**src/rtl/kmw_ram.sv**
```systemverilog
module kmw_ram #(
    parameter int WIDTH = 1,
    parameter int DEPTH = 4
) (
    input  logic                     clk,
    input  logic                     wr_en,
    input  logic [$clog2(DEPTH)-1:0] wr_addr,
    input  logic [WIDTH-1:0]         wr_data,
    input  logic [$clog2(DEPTH)-1:0] rd_addr,
    output logic [WIDTH-1:0]         rd_data
);

    logic [WIDTH-1:0] mem_reg [DEPTH];
    logic [WIDTH-1:0] rd_q_reg;

    always_ff @(posedge clk)
    begin
        if (wr_en)
        begin
            mem_reg[wr_addr] <= wr_data;
        end
        rd_q_reg <= mem_reg[rd_addr];
    end

    assign rd_data = rd_q_reg;

endmodule

```
**config.mk**
```make
export PLATFORM = sky130hd
export DESIGN_NAME = kmw_ram
export DESIGN_NICKNAME = d
export VERILOG_FILES = /design/src/rtl/kmw_ram.sv
export SDC_FILE = /design/constraint.sdc
export NUM_CORES = 1
export LEC_CHECK = 0
export ABC_CLOCK_PERIOD_IN_PS = 2000
export BUFFER_PORTS_ARGS = -buffer_cell sky130_fd_sc_hd__buf_2
export CELL_PAD_IN_SITES_DETAIL_PLACEMENT = 0
export CELL_PAD_IN_SITES_GLOBAL_PLACEMENT = 1
export CORE_AREA = 4 4 41 43
export DETAILED_ROUTE_END_ITERATION = 10
export DIE_AREA = 0 0 45 47
export PLACE_DENSITY = 0.35
export SYNTH_ARGS = -nofsm -noshare
export SYNTH_HDL_FRONTEND = slang
export SYNTH_SLANG_ARGS = --single-unit
```
**constraint.sdc**
```tcl
create_clock -name clk -period 2 [get_ports clk]
set_input_delay 0.2 -clock clk [delete_from_list [all_inputs] [get_ports clk]]
set_output_delay 0.2 -clock clk [all_outputs]
set_load 0.03 [all_outputs]
```
# Yosys cells after proc, flatten, opt, wreduce, memory -nomap -nowiden

Memories as Yosys holds them, arrays and structs flattened. A register that Yosys moved wholly into a read port is not among the register bits.
Index checks and enable logic that the tools add are counted.

Word-level logic and storage cells: 3
Flip-flop bits (word level): 0
Bits of input ports: 7
Memories kept: 1
Output and inout bits: 1
RAM bits: 4

Memories:

| memory  | depth | width | rd ports | clocked after memory_dff | write ports | line | text |
|---|---|---|---|---|---|---|---|
| mem_reg | 4     | 1     | 1        | 1                        | 1           | 13   | `logic [WIDTH-1:0] mem_reg [DEPTH];` |

Muxes and demuxes: 2

Operator list:

| cell              | count |
|---|---|
| 1-bit two-way mux | 2 |

# Longest topological paths before layout

Word-level depth: 2
Gate-level depth with buffers: 1
Gate-level depth less buffers: 1

# Worst setup path before layout

No wires, ideal clock.

Path kind: register to register
Start point: memory mem_reg[3]
End point: register rd_q_reg, in the netlist rd_data (read register of mem_reg)
Required time: 1866 ps
Setup time: 134 ps
Path buffers: 0
Stages on the path, launching flop included: 2
Period minus slack after synthesis: 909 ps
Path slack: 1091 ps
Arrival time: 774 ps
Cell sequence: edfxtp_1 > mux4_2

RTL lines:

| item        | line | text |
|---|---|---|
| from (decl) | 13   |  |
| to (decl)   | 14   | `logic [WIDTH-1:0] rd_q_reg;` |

No word-level cell between the ends.

# Worst setup path after layout

Start point: memory mem_reg[3]
End point: register rd_q_reg, in the netlist rd_data (read register of mem_reg)

No word-level cell between the ends.

==> metrics.md <==
| Metric | Value |
|---|---|
| Tot GR Track Use | `5.008%` |
| Ranking of synthesized cells by area | `edfxtp_1 (62%), mux4_2 (12%), dfxtp_1 (10%)` |
| Met3 routed WL | `72 µm` |
| Ports | `8` |
| Routed Antenna Nets | `0` |
| Area fraction in compound gates after synthesis | `0%` |
| Detailed Route WL | `361 µm` |
| Ant diodes | `0` |
| Die width | `45 µm` |
| CP Cell Sequence | `mux4_2` |
| Total Neg Setup Slack | `0 ns` |
| Hold Worst Slack | `0.1894 ns` |
| CTS clk-pin slew, worst paths | `0.04 ns` |
| Largest family of logic cells by synthesized area | `simple AND/OR/NAND/NOR gates` |
| Hold Path Depth | `1` |
| Num rows | `13` |
| Final slew viol count | `0` |
| CTS resizes | `0` |
| Achievable frequency | `1.063 GHz` |
| Power Dens Cells | `932.3 nW/µm²` |
| CORE AREA | `1301 µm²` |
| Crit start category | `register` |
| Clock Power Share | `44.6%` |
| Final Cycle Share | `47.06%` |
| HP Start | `wr_data` |
| Worst hold path type | `input pin to register` |
| Distinct cells, synth | `6` |
| CP top delay family | `multiplexers` |
| Critical path's slowest cell | `mux4_2` |
| #FFs+latches synth | `5` |
| Largest register FFs | `4` |
| First-pass GRT wire length | `621 µm` |
| Setup CP Type | `register to register` |
| Cells after Synth | `10` |
| Layout area overhead | `41.29%` |
| Buf/Inv on CP | `0` |
| Post-synthesis mux area share | `11.61%` |
| Critical path capture point type | `register` |
| R2R Path End | `rd_data` |
| Status | `finished, final reports clean` |
| Max transition margin | `81.70%` |
| Net count after synthesis | `17` |
| P_leak | `0.1151 nW` |
| Clk root buf | `clkbuf_4` |
| Yosys warning count | `0` |
| Commonest non-fill, non-tap cell in the layout | `buf_2` |
| DRC viols | `0` |
| Routability-driven placement congestion ratio | `0.6225` |
| Vias in the first global route | `148` |
| Delay of the slowest critical-path stage | `0.46 ns` |
| Largest net degree at the start of global routing | `5` |
| DR WL/cell | `10.03 µm` |
| CTS tree | `built` |
| Postcts setup bufs | `0` |
| Initial antenna violation count | `0` |
| Most frequent cells in the layout | `buf_2 (7), edfxtp_1 (4), clkbuf_4 (3)` |
| Worst Hold End | `mem_reg[1]` |
| Reg-to-Reg Start | `mem_reg[3]` |
| Synth top area share | `61.94%` |
| Max-cap violations | `0` |
| Max rail drop VDD | `282.1 µV` |
| Cell taking the most area after synthesis | `edfxtp_1` |
| Sequential Power Share | `47.0%` |
| Layout cells sized above 1 | `52.38%` |
| Int Power | `0.2049 mW` |
| DRT met1 WL | `136 µm` |
| Clock latency on the worst-skew pair | `0.24 ns` |
| CTS max path bufs | `2` |
| Worst Path Max Fanout | `1` |
| Max layer used | `met4` |
| Worst Tran Pin Value | `0.2739 ns` |
| Switching Share | `19.79%` |
| Seq/Total Area, Yosys | `72.26%` |
| Layout Skew | `0.001520 ns` |
| Fin crit period | `0.9411 ns` |
| Finish-stage setup viols | `0` |
| DRT Pass-1 Iters | `2` |
| Global route total overflow | `0` |
| Die area | `2115 µm²` |
| Critical path required time | `2.11 ns` |
| Post-Synth Simple-Gate Area | `16.13%` |
| Final Hold Fails | `0` |
| Via count | `129` |
| Metal2 WL | `146 µm` |
| Detailed Route Iter0 Violations | `1` |
| Unrepaired setup endpoints after global routing | `false` |
| Register-to-Register Path Depth | `1` |
| Synthesized cell area | `193.9 µm²` |
| Xor/xnor cell area share of the yosys netlist | `0%` |
| Crit path arrival time | `1.05 ns` |
| Logic gate share of total power | `8.4%` |
| CTS Buf Count | `3` |
| Adder-Cell Fraction of Synth Area | `0%` |
| Layout Nets | `29` |
| Post-synthesis average cell area | `19.39 µm²` |
| Fillers | `155` |
| R2R setup slack | `1.06 ns` |
| IO buf count | `7` |
| Vias per cell | `3.583` |
| Starting density of the core | `14.90%` |
| Die Ht | `47 µm` |
| CTS hold repair buffers | `0` |
| CTS Sinks | `5` |
| Switch Pwr | `0.05057 mW` |
| H-tree depth | `1` |
## kinds of logic (layout without fill, tap and decap cells)
logic type	count (synthesis)	count (layout)
AND/OR/NAND/NOR	4	4
multiplexers	1	1
buffers and inverters	0	11
flip-flops	5	5
## layout make-up
cell class                      count  area [µm²]  share of cell area [%]
Tap cell                           15       18.77                   6.849
Timing Repair Buffer                7       35.03                   12.79
Sequential cell                     5       140.1                   51.14
Clock buffer                        4       26.28                   9.589
Multi-Input combinational cell      5       53.80                   19.63
## synth_stat cells, drive strengths merged
cell,number
mux4,1
dfxtp,1
and3b,2
and3,1
nor3b,1
edfxtp,4
## per-layer routing
metal  up-vias  track usage [%]
li1         64                -
met1        55            4.398
met2         8            6.215
met3         2            6.130
met4         0            3.509
met5         -                0
## power by group through the flow
| stage | Combinational, mW | Clock (mW) | Sequential [mW] |
|---|---|---|---|
| after floorplan | 0.00629 | 0 | 0.126 |
| after global placement | 0.0213 | 0 | 0.122 |
| after detailed placement | 0.0215 | 0 | 0.122 |
| after CTS | 0.0217 | 0.121 | 0.120 |
| after global routing | 0.0235 | 0.130 | 0.121 |
| final | 0.0214 | 0.114 | 0.120 |
## stage by stage
step	util (%)	instances	setup WS (ns)	total power [mW]	instance area, µm²
global placement	19.04	32	1.070	0.1434	247.7
floorplan	-	10	1.091	0.1323	193.9
detailed placement	19.04	32	1.063	0.1436	247.7
finish	21.06	36	1.059	0.2555	274.0
global route	21.06	36	1.032	0.2738	274.0
CTS	21.06	36	1.048	0.2634	274.0
## worst max-delay path by stage
stage | startpoint | end | cells past startpoint
2_1_floorplan | mem_reg[3] | rd_data | 1
3_5_place_dp | mem_reg[1] | rd_data | 1
4_1_cts | mem_reg[1] | rd_data | 1
5_1_grt | mem_reg[1] | rd_data | 1
3_3_place_gp | mem_reg[1] | rd_data | 1
6_report | mem_reg[3] | rd_data | 1
Note: power is estimated with default switching activity, not from simulation.
